File: config.mk
export PLATFORM = sky130hd
export DESIGN_NAME = lsa_core
export DESIGN_NICKNAME = d
export VERILOG_FILES = /design/src/design/lsa_pkg.sv /design/src/design/lsa_core.sv
export VERILOG_INCLUDE_DIRS = /design/src /design/src/design
export SDC_FILE = /design/constraint.sdc
export NUM_CORES = 1
export LEC_CHECK = 0
export BUFFER_PORTS_ARGS = -buffer_cell sky130_fd_sc_hd__buf_2
export CAP_MARGIN = 20
export CORE_MARGIN = 4
export CORE_UTILIZATION = 30
export DETAILED_ROUTE_END_ITERATION = 10
export SLEW_MARGIN = 20
export SYNTH_ARGS = -nofsm -noshare
export SYNTH_HDL_FRONTEND = slang
export SYNTH_SLANG_ARGS = --single-unit
File: constraint.sdc
create_clock -name clk -period 4.2 [get_ports clk]
set_input_delay 0.84 -clock clk [delete_from_list [all_inputs] [get_ports clk]]
set_output_delay 0.84 -clock clk [all_outputs]
set_load 0.02 [all_outputs]
File: src/design/assert_macros.svh
// Assertion macros shared by the sieve scan unit.
// Included by every design file that carries concurrent assertions.
`ifndef ASSERT_MACROS_SVH
`define ASSERT_MACROS_SVH

// Clocked assertion, held off while reset is asserted
`define LSA_ASSERT(lbl, prop, msg) \
  lbl: assert property (@(posedge clk) disable iff (!rst_n) prop) else $error(msg);

// Same-cycle implication built on the clocked form
`define LSA_ASSERT_IMPL(lbl, ante, cons, msg) \
  `LSA_ASSERT(lbl, (ante) |-> (cons), msg)

`endif

File: src/design/lsa_pkg.sv
// Shared types and constants for the log sieve accumulate and scan unit.
// No dependencies; used by lsa_store, lsa_core and the top level.
package lsa_pkg;

  // Index width: a root plus one stride step always fits
  localparam int IDX_W = 21;

  // Entries with any of these bits set are large enough to report
  localparam logic [7:0] HIGH_BITS_MASK = 8'hC0;

  typedef enum logic [1:0] {
    CMD_CLEAR,
    CMD_SIEVE,
    CMD_SCAN,
    CMD_NOP
  } lsa_cmd_t;

  typedef enum logic [1:0] {
    CFG_FILL,
    CFG_THRESHOLD,
    CFG_LENGTH
  } lsa_cfg_idx_t;

  typedef struct packed {
    lsa_cmd_t    cmd;
    logic [19:0] prime;
    logic [7:0]  log_size;
    logic [19:0] root_first;
    logic [19:0] root_second;
    logic [12:0] group_index;
  } lsa_item_t;

  typedef struct packed {
    logic [7:0] hit_mask;
    logic       any_hit;
  } lsa_result_t;

  // Single-port request into the sieve memory
  typedef struct packed {
    logic             we;
    logic             re;
    logic [IDX_W-1:0] addr;
    logic [7:0]       wdata;
  } lsa_mem_req_t;

endpackage

File: src/design/lsa_core.sv
// Sequencer around one shared index adder and limit compare.
// Drives clear, stride accumulate and group scan through lsa_store.
// Depends on lsa_pkg and assert_macros.svh.
`include "assert_macros.svh"

module lsa_core #(
  parameter int GROUP_LANES = 8
) (
  input  logic                       clk,
  input  logic                       rst_n,
  input  logic                       start,
  input  lsa_pkg::lsa_item_t         item,
  output logic                       idle,
  input  logic [7:0]                 fill_value,
  input  logic [7:0]                 threshold,
  input  logic [lsa_pkg::IDX_W-1:0]  limit,
  output lsa_pkg::lsa_mem_req_t      req,
  input  logic [7:0]                 rdata,
  output logic                       res_valid,
  input  logic                       res_ready,
  output lsa_pkg::lsa_result_t       res
);

  localparam int LCW = $clog2(GROUP_LANES + 1);

  typedef enum logic [2:0] {
    ST_IDLE,
    ST_CLR,
    ST_SV_RD,
    ST_SV_WR,
    ST_SCAN,
    ST_DONE
  } state_t;

  state_t                     state_r, state_nxt;
  lsa_pkg::lsa_item_t         item_r, item_nxt;
  logic [lsa_pkg::IDX_W-1:0]  idx_r, idx_nxt;
  logic                       pass_r, pass_nxt;
  logic [LCW-1:0]             lane_r, lane_nxt;
  logic                       inr_r, inr_nxt;
  logic [7:0]                 mask_r, mask_nxt;

  logic [lsa_pkg::IDX_W-1:0]  addend;
  logic [lsa_pkg::IDX_W-1:0]  sum;
  logic                       below;
  logic                       lane_hit;
  logic [2:0]                 prev_lane;

  // Shared unit: one index add and one compare against the limit
  assign addend = (state_r == ST_SV_WR) ? lsa_pkg::IDX_W'(item_r.prime)
                                        : lsa_pkg::IDX_W'(1);
  assign sum    = idx_r + addend;
  assign below  = (idx_r < limit);

  // Candidate test on the word read for the previous lane
  assign lane_hit  = inr_r && ((rdata & lsa_pkg::HIGH_BITS_MASK) != 8'd0) &&
                     (rdata > threshold);
  assign prev_lane = 3'(lane_r - LCW'(1));

  // Next-state logic
  always_comb begin
    state_nxt = state_r;
    item_nxt  = item_r;
    idx_nxt   = idx_r;
    pass_nxt  = pass_r;
    lane_nxt  = lane_r;
    inr_nxt   = inr_r;
    mask_nxt  = mask_r;
    req.we    = 1'b0;
    req.re    = 1'b0;
    req.addr  = idx_r;
    req.wdata = fill_value;
    case (state_r)
      ST_IDLE: begin
        if (start) begin
          item_nxt = item;
          mask_nxt = 8'd0;
          pass_nxt = 1'b0;
          lane_nxt = '0;
          inr_nxt  = 1'b0;
          case (item.cmd)
            lsa_pkg::CMD_CLEAR: begin
              idx_nxt   = '0;
              state_nxt = ST_CLR;
            end
            lsa_pkg::CMD_SIEVE: begin
              idx_nxt = lsa_pkg::IDX_W'(item.root_first);
              if (item.root_second == 20'd0 || item.prime == 20'd0) begin
                state_nxt = ST_DONE;
              end else begin
                state_nxt = ST_SV_RD;
              end
            end
            lsa_pkg::CMD_SCAN: begin
              idx_nxt   = lsa_pkg::IDX_W'(item.group_index) *
                          lsa_pkg::IDX_W'(GROUP_LANES);
              state_nxt = ST_SCAN;
            end
            default: begin
              state_nxt = ST_DONE;
            end
          endcase
        end
      end
      // Fill one entry a cycle until the limit
      ST_CLR: begin
        if (below) begin
          req.we  = 1'b1;
          idx_nxt = sum;
        end else begin
          state_nxt = ST_DONE;
        end
      end
      // Fetch the next hit, or switch to the second root
      ST_SV_RD: begin
        if (below) begin
          req.re    = 1'b1;
          state_nxt = ST_SV_WR;
        end else if (!pass_r) begin
          pass_nxt = 1'b1;
          idx_nxt  = lsa_pkg::IDX_W'(item_r.root_second);
        end else begin
          state_nxt = ST_DONE;
        end
      end
      // Write back the accumulated byte and advance by the prime
      ST_SV_WR: begin
        req.we    = 1'b1;
        req.wdata = rdata + item_r.log_size;
        idx_nxt   = sum;
        state_nxt = ST_SV_RD;
      end
      // Read one lane a cycle, judge the lane read the cycle before
      ST_SCAN: begin
        if (lane_r < LCW'(GROUP_LANES)) begin
          req.re  = below;
          inr_nxt = below;
          idx_nxt = sum;
        end
        if (lane_r != '0) begin
          mask_nxt[prev_lane] = lane_hit;
        end
        if (lane_r == LCW'(GROUP_LANES)) begin
          state_nxt = ST_DONE;
        end else begin
          lane_nxt = lane_r + LCW'(1);
        end
      end
      // Hold the result until the output register takes it
      ST_DONE: begin
        if (res_ready) begin
          state_nxt = ST_IDLE;
        end
      end
      default: begin
        state_nxt = ST_IDLE;
      end
    endcase
  end

  // State and working registers
  always_ff @(posedge clk) begin
    if (!rst_n) begin
      state_r <= ST_IDLE;
    end else begin
      state_r <= state_nxt;
    end
    item_r <= item_nxt;
    idx_r  <= idx_nxt;
    pass_r <= pass_nxt;
    lane_r <= lane_nxt;
    inr_r  <= inr_nxt;
    mask_r <= mask_nxt;
  end

  assign idle         = (state_r == ST_IDLE);
  assign res_valid    = (state_r == ST_DONE);
  assign res.hit_mask = mask_r;
  assign res.any_hit  = (mask_r != 8'd0);

  `LSA_ASSERT_IMPL(a_write_in_use, req.we, req.addr < limit,
    "sieve write outside the entries in use")
  `LSA_ASSERT_IMPL(a_wr_after_rd, state_r == ST_SV_WR, $past(state_r) == ST_SV_RD,
    "accumulate write without a preceding read")
  `LSA_ASSERT_IMPL(a_mask_lanes, state_r == ST_DONE, (mask_r >> GROUP_LANES) == 8'd0,
    "hit mask bit set beyond the group lanes")

endmodule

---- Word-level counts from Yosys, hierarchy flattened ----
Cells that the tools add are included.
storage, ports and cells
  flip-flop bits (word level) ............. 86
  input bits .............................. 132
  output and inout port bits .............. 42
  logic and storage cells ................. 95
cells by class
  add/sub/neg operators ................... 4
  magnitude comparators ................... 5
  eq/ne operators ......................... 20
  mux-type cells .......................... 36
  reductions and logical operators ........ 21
operator list
  cell                  count
  $mux W21              5
  $pmux W21 S5          1
  $pmux W21 S3          1
  $logic_not A20 Y1     2
  $mux W8               3
  $add A21 B20 Y21      1
  $lt A21 B21 Y1        1
  $mux W3               7
  $mux W20              1
  $ne A2 B2 Y1 const B  9
  $pmux W3 S6           1
  $pmux W8 S2           1
  $reduce_bool A8 Y1    2
  $reduce_and A3 Y1     4
  $pmux W3 S3           1
  $add A8 B8 Y8         1
  $bwmux W8             1
  $gt A8 B8 Y1          1
  $mux W4               2
  $pmux W1 S2           4
  $pmux W4 S2           1
  $reduce_and A7 Y1     1
  $eq A3 B2 Y1 const B  2
  $eq A3 B3 Y1 const B  2
  23 further kinds      31

---- Depth between registers and ports, before layout ----
Gate-level depths: netlist of run 1.
  word-level depth ........................ 8
  mapped depth ............................ 14

---- Worst setup path before layout of run 1 ----
Ideal clock, no wire load.
  path kind ............................... input port to flip-flop
  start point ............................. input port limit[20] (netlist name)
  end point ............................... register idx_r[0] (netlist name) (enable)
  data arrival time ....................... 3,247 ps
  data required time ...................... 3,791 ps
  path slack .............................. 544 ps
  cell stages on the path ................. 7
  path buffers ............................ 0
  cell sequence ........................... inv_1 -> ha_1 -> and3_1 -> nand4_1 -> o31ai_2 -> a21oi_1 -> o221ai_1
on the way
  word-level cells in the longest chain between the ends .. 3
  elaborated cells between the ends (all ways) .. 4
  classes of those cells .................. 1 x order compare; 2 x eq/ne; 1 x reduce/logical
RTL lines
  what                                  RTL line         text
  start: declaration                    lsa_core.sv:16   input logic [lsa_pkg::IDX_W-1:0] limit,
  $lt A21 B21 Y1 *                      lsa_core.sv:53   assign below = (idx_r < limit);
  $ne A2 B2 Y1 (no source line)         n/a
  $reduce_and A7 Y1 (no source line) *  n/a
  end signal: assignment                lsa_core.sv:169  idx_r <= idx_nxt;
  end: declaration                      lsa_core.sv:37   logic [lsa_pkg::IDX_W-1:0] idx_r, idx_nxt;
Mark *: on every way between the ends. The rest lies on a longest branch, timed or not.
A chain may end at the register's enable or synchronous reset.

==> flow_summary_export.csv, run 1 <==
group,metric,value,unit
place,hpwl,14.4,mm
layout,drive_above_1_share,27.7,%
routing,drt-initial-drc-count,290,
sta,fin_crit_sh,85.4,%
worst_setup_path,critical_path_class,"input pin to output port",
synth,synth.top_cell.area_share,42.6,%
worst_setup_path,startpoint_type,"input pin",
hold_path,holdCritStartpoint,"item_r[17]",
floorplan,die_area,21800,um^2
routing,routedWlPerCell,17.1,um
layout,fill_cells,1913,
global_routing,track_usage,16.0,%
layout,nets,956,
synth,synth-edff-count,83,
synth,synth_cell_types,57,
sta,fmax,0.279,GHz
job,cap_violations,0,
clock_tree,hold_buffers,0,
sta,setup-tns-final,0,ns
worst_setup_path,path_cells,"buf_2 -> inv_1 -> ha_1 -> and3_4 -> a211oi_2 -> a21oi_1 -> a2111oi_4 -> o31ai_2 -> buf_4 -> a21oi_1 -> buf_2",
clock_tree,postCtsResizedCells,0,
worst_setup_path,startpoint,"limit[15]",
routing,drc,0,
worst_setup_path,r2r_cells,15,
hold_path,hp-class,"flop to flop",
global_routing,grt_pass1_vias,4981,
sta,hold_slack,0.537,ns
worst_setup_path,slowest_stage,"ha_1",
global_routing,overflow,0,
floorplan,io_pins,174,
global_routing,antenna_found_initial,2,
power_and_ir_drop,finalPower,3.95,mW
place,io_buffers,173,
sta,slew_headroom,41.7,%
sta,finalSetupViolations,0,
synth,ys_seq_area_share,43.6,%
clock_tree,h-tree-depth,3,
floorplan,die-width,148,um
sta,slew_violations,0,
clock_tree,post_cts_buffers,0,
routing,drtAntennaViolNets,0,
routing,routed_wl,17.6,mm
place,post_dp_cell_area,7060,um^2
worst_setup_path,critPathMaxStageDelay,0.29,ns
routing,via_count,5016,
clock_tree,cts.reportedPaths.clkPinSlew,0.06,ns
routing,dr.pass1.iters,4,
outcome,status,"completed",
synth,syn_nets,779,
clock_tree,cts_buffer_depth,2,
clock_tree,cts_buffers,9,
sta,setup_ws,0.612,ns
clock_tree,cts-root-buf,"clkbuf_16",
global_routing,grt_pass1_wl,27.1,mm
synth,synth_cells,584,
worst_setup_path,cp.required,3.36,ns
floorplan,die_h,148,um
place,place_congestion,0.881,
worst_setup_path,arrival,2.75,ns
floorplan,num_rows,50,
synth,synth_area,5860,um^2
worst_setup_path,regToRegStartpoint,"state_r[1]",
sta,finalCriticalPeriod,3.59,ns
synth,async_flop_share,0,%
synth,yosysWarnings,0,
sta,hold_viol,0,
global_routing,grt_max_degree,49,
synth,synth_area_per_cell,10.0,um^2
power_and_ir_drop,power.density,535,nW/um^2
worst_setup_path,cp-end-kind,"output port",
layout,final_cell_area,7390,um^2
hold_path,hold-path-cell-count,2,
power_and_ir_drop,cellLeakagePower,3.31,nW
routing,via_per_inst,4.88,
synth,ys_ff_latch,86,
layout,syn2layout_area_growth,26.2,%
synth,synth_largest_area_cell,"edfxtp_1",
sta,rsz0062_at_grt,"no",
clock_tree,cts_tree,"built",
floorplan,core-area,19000,um^2
floorplan,start_util,30.9,%
synth,ys.flop_type,"edfxtp_1",
place,place_ws,0.608,ns
synth,synthTopCellsByArea,"edfxtp_1 43%, ha_1 13%, nand2_1 3.3%",
sta,worstMarginPinSlew,0.873,ns
clock_tree,clk_latency,0.35,ns
clock_tree,cts.sinks,86,
sta,skew,0.0104,ns
power_and_ir_drop,ir_worst_vdd,0.247,mV
worst_setup_path,critPathMaxFanout,9,
sequential cells by signal, summed over array words and instances (netlist names):
register / flops
idx_r: 21
mask_r: 8
inr_r: 1
state_r: 3
lane_r: 4
pass_r: 1
item_r: 48
worst paths after layout:
check / endpoint / slack [ns]
worst max-delay path: req[30] / 0.61
worst min-delay path: idx_r[4] / 0.54
worst max register to register: idx_r[20] / 0.89
worst min register to register: idx_r[4] / 0.54
cell type report:
type                    count  area (um^2)  area share [%]
clock buffers              10          229            3.10
flip-flops and latches     86         2550            34.5
clock inverters             6         95.1            1.29
repair buffers            183          941            12.7
inverters                  50          189            2.56
diodes                      2         5.00          0.0677
well taps                 260          325            4.40
multi-input cells         431         3050            41.3
worst max-delay path, delay by kind of cell:
kind | cells | cell delay [ns]
and+or+nand+nor | 1 | 0.19
adders and majority gates | 1 | 0.29
buffers and inverters | 4 | 0.49
AOI/OAI and AO/OA | 5 | 0.93
through the flow:
stage	util, %	std cells
floorplan	-	584
global placement	37.2	1010
detailed placement	37.2	1010
CTS	39.0	1026
global route	39.0	1028
finish	39.0	1028
logic make-up after synthesis:
kind of cell / share of synthesized area, %
buffers and inverters: 4.38
adders and majority gates: 13.7
and+or+nand+nor: 15.4
DFF: 43.6
muxes: 0.876
xor gates and xnor gates: 3.74
AOI/OAI and AO/OA: 18.3
metal layers:
layer / routed length (um) / global-route usage, %
met2: 8190 / 25.1
met4: 324 / 5.08
met3: 875 / 3.22
met1: 8200 / 22.3
met5: 0 / 0
layout by cell type (no fill, tap or decap), types with 19 or more instances in the layout:
cell type	instances
inv_1	49
nor2_1	36
nand3_1	19
nand2_1	51
and3_1	22
ha_1	61
edfxtp_1	83
a21oi_1	30
buf_2	173
o21ai_0	36
where the power goes:
part,total [mW],internal [mW],leakage [nW],switching (mW)
Sequential,1.46,1.26,0.826,0.199
Combinational,1.61,0.609,2.34,1.00
Clock,0.881,0.527,0.151,0.354
Total,3.95,2.40,3.31,1.56
synth_stat cells, types with 5 or more instances:
cell and n:
xnor2_1 10, a21oi_1 30, edfxtp_1 83, nor2b_1 11, a21o_1 11, nor3_1 6
nand2b_1 9, nand2_1 51, o21a_1 5, inv_1 50, o21ai_0 36, nand4_1 5
ha_1 61, xor2_1 15, a211oi_1 6, nand3_1 19, a22oi_1 15, and3_1 22
o221ai_1 11, nor4_1 14, clkbuf_1 13, o21ai_1 7, nor2_1 36, a31oi_1 5
No activity file was read; power rests on OpenSTA's default activity.
==> run 2, diff against run 1 <==
- ABC_AREA: default -> 1
- CTS_BUF_LIST: default -> sky130_fd_sc_hd__clkbuf_8
==> flow_summary_export.csv, run 2 <==
group,metric,value,unit
layout,top_register,"item_r",
power_and_ir_drop,power.density,574,nW/um^2
synth,yosysMostFrequentCell,"nand2_1",
layout,final_cell_area,7610,um^2
floorplan,io_pins,174,
clock_tree,h-tree-depth,3,
place,place_congestion,0.872,
floorplan,start_util,30.7,%
job,cap_violations,0,
layout,layout_commonest_cell,"nand2_1",
sta,worstMarginPinSlew,0.721,ns
sta,rsz0062_at_grt,"no",
routing,drtAntennaViolNets,0,
place,io_buffers,173,
layout,syn2layout_area_growth,22.1,%
worst_setup_path,arrival,2.47,ns
routing,via_per_inst,4.69,
outcome,status,"completed",
clock_tree,cts_tree,"built",
worst_setup_path,startpoint,"rdata[0]",
layout,layout_common_cells,"183 x nand2_1, 173 x buf_2, 111 x inv_1",
layout,largest_reg_flops,48,
worst_setup_path,cp.required,3.36,ns
synth,synthTopCellsByArea,"edfxtp_1 40%, ha_1 12%, nand2_1 11%",
worst_setup_path,endpoint,"req[6]",
routing,drt-initial-drc-count,382,
global_routing,grt_pass1_vias,5637,
floorplan,num_rows,52,
power_and_ir_drop,switching_share,47.1,%
clock_tree,cts-root-buf,"clkbuf_8",
floorplan,die-width,152,um
layout,reg_top3,"item_r (48), idx_r (21), mask_r (8)",
layout,fin_util,37.5,%
worst_setup_path,critical_path_class,"input pin to output port",
power_and_ir_drop,combPwrFrac,50.9,%
sta,finalSetupViolations,0,
sta,finalCriticalPeriod,3.31,ns
sta,setup-tns-final,0,ns
power_and_ir_drop,ir_worst_vdd,0.227,mV
sta,hold_slack,0.539,ns
worst_setup_path,critPathMaxFanout,2,
routing,dr.pass1.iters,5,
synth,syn_nets,970,
synth,synth.top_cell.area_share,40.0,%
layout,layout.cells.non_filler,1228,
worst_setup_path,cp-end-kind,"output port",
sta,fin_crit_sh,78.8,%
worst_setup_path,regToRegStartpoint,"state_r[1]",
global_routing,overflow,0,
sta,slew_headroom,51.8,%
synth,async_flop_share,0,%
hold_path,hp-class,"flop to flop",
synth,ys.flop_type,"edfxtp_1",
synth,synth_commonest_cells,"183 x nand2_1, 110 x inv_1, 95 x nor2_1",
clock_tree,cts.reportedPaths.clkPinSlew,0.08,ns
power_and_ir_drop,p_clk_share,12.5,%
place,hpwl,15.3,mm
synth,synth_largest_area_cell,"edfxtp_1",
clock_tree,clk_latency,0.38,ns
power_and_ir_drop,switching_power,2.06,mW
routing,routedWlPerCell,15.1,um
worst_setup_path,r2r_cells,18,
synth,synth_cell_types,47,
clock_tree,hold_buffers,0,
synth,synth_area_per_cell,8.04,um^2
worst_setup_path,ff2ff_setup_slack,1.08,ns
global_routing,track_usage,15.9,%
worst_setup_path,startpoint_type,"input pin",
floorplan,die_h,152,um
synth,ys_seq_area_share,41.0,%
synth,synth-edff-count,83,
synth,ys_ff_latch,86,
sta,slew_violations,0,
clock_tree,postCtsResizedCells,0,
sta,fmax,0.302,GHz
clock_tree,cts_buffers,9,
clock_tree,cts.sinks,86,
worst_setup_path,reg2reg_to,"idx_r[14]",
power_and_ir_drop,finalPower,4.37,mW
floorplan,die_area,23100,um^2
routing,drc,0,
synth,synth_cells,775,
clock_tree,cts_buffer_depth,2,
sta,hold_viol,0,
power_and_ir_drop,p_seq_share,36.7,%
synth,yosysWarnings,0,
routing,via_count,5761,
sta,setup_ws,0.890,ns
global_routing,grt_pass1_wl,29.4,mm
sta,skew,0.0131,ns
routing,routed_wl,18.6,mm
place,place_ws,0.896,ns
global_routing,antenna_found_initial,2,
layout,drive_above_1_share,22.1,%
power_and_ir_drop,cellLeakagePower,3.73,nW
synth,synth_area,6230,um^2
clock_tree,post_cts_buffers,0,
global_routing,grt_max_degree,31,
place,post_dp_cell_area,7430,um^2
floorplan,core-area,20300,um^2
power_and_ir_drop,power.internal,2.31,mW
place,post-place-cells,1210,
layout,nets,1146,
[run 2: cell count changes after synthesis, moves of 11 or more]
cell      before  now
nor2_1        36   95
nor2b_1       11    0
and3_1        22    1
a22oi_1       15    0
nand2_1       51  183
nand3_1       19   49
o221ai_1      11    0
a21oi_1       30   49
inv_1         50  110
[run 2: kinds of logic after synthesis]
| family | Yosys count | share of synthesized area (%) |
|---|---|---|
| simple gates | 369 | 25.3 |
| compound gates | 124 | 11.9 |
| buf+inv | 124 | 7.67 |
| flops | 86 | 41.0 |
| fa+ha+maj | 63 | 12.9 |
| xor+xnor | 9 | 1.26 |
[run 2: critical path, stage by stage]
cell and delay [ns]:
buf_2 0.09, ha_1 0.15, inv_1 0.05, fa_1 0.39, o21ai_0 0.26, nand2_1 0.11, nand2_1 0.07, a21oi_1 0.07
xor2_1 0.14, o21ai_0 0.13, buf_2 0.18
[run 2: layout make-up]
| cell class | count | area, um^2 |
|---|---|---|
| sequential | 86 | 2550 |
| fill | 2152 | 12700 |
| inverter | 113 | 424 |
| clock inverter | 7 | 51.3 |
| antenna | 2 | 5.00 |
| timing repair buffer | 176 | 888 |
| multi-input combinational | 565 | 3220 |
| clock buffer | 9 | 124 |
| tap | 270 | 338 |
[run 2: how the worst min path moves through the flow]
stage               startpoint          to  slack [ns]  cells after the start
floorplan           state_r[0]  state_r[0]        0.49                      2
global placement    state_r[0]  state_r[0]        0.52                      2
detailed placement  item_r[25]   idx_r[12]        0.52                      2
CTS                 state_r[0]  state_r[0]        0.54                      2
global route        state_r[0]  state_r[0]        0.57                      2
finish              state_r[0]  state_r[0]        0.54                      2
[run 2: routing by layer]
| metal | vias up | part of all wire (%) | global-route usage [%] |
|---|---|---|---|
| met3 | 21 | 5.1 | 3.41 |
| li1 | 2979 | - | - |
| met5 | - | 0.038 | 0 |
| met1 | 2625 | 47 | 21.1 |
| met2 | 134 | 47 | 26.0 |
| met4 | 2 | 1.7 | 4.75 |
[run 2: power groups by stage]
stage,Clock [mW],Sequential (mW),Combinational [mW]
finish,0.544,1.60,2.22
global route,0.599,1.64,2.51
CTS,0.557,1.60,2.24
detailed placement,0,1.62,2.23
global placement,0,1.61,2.21
floorplan,0,1.74,1.38
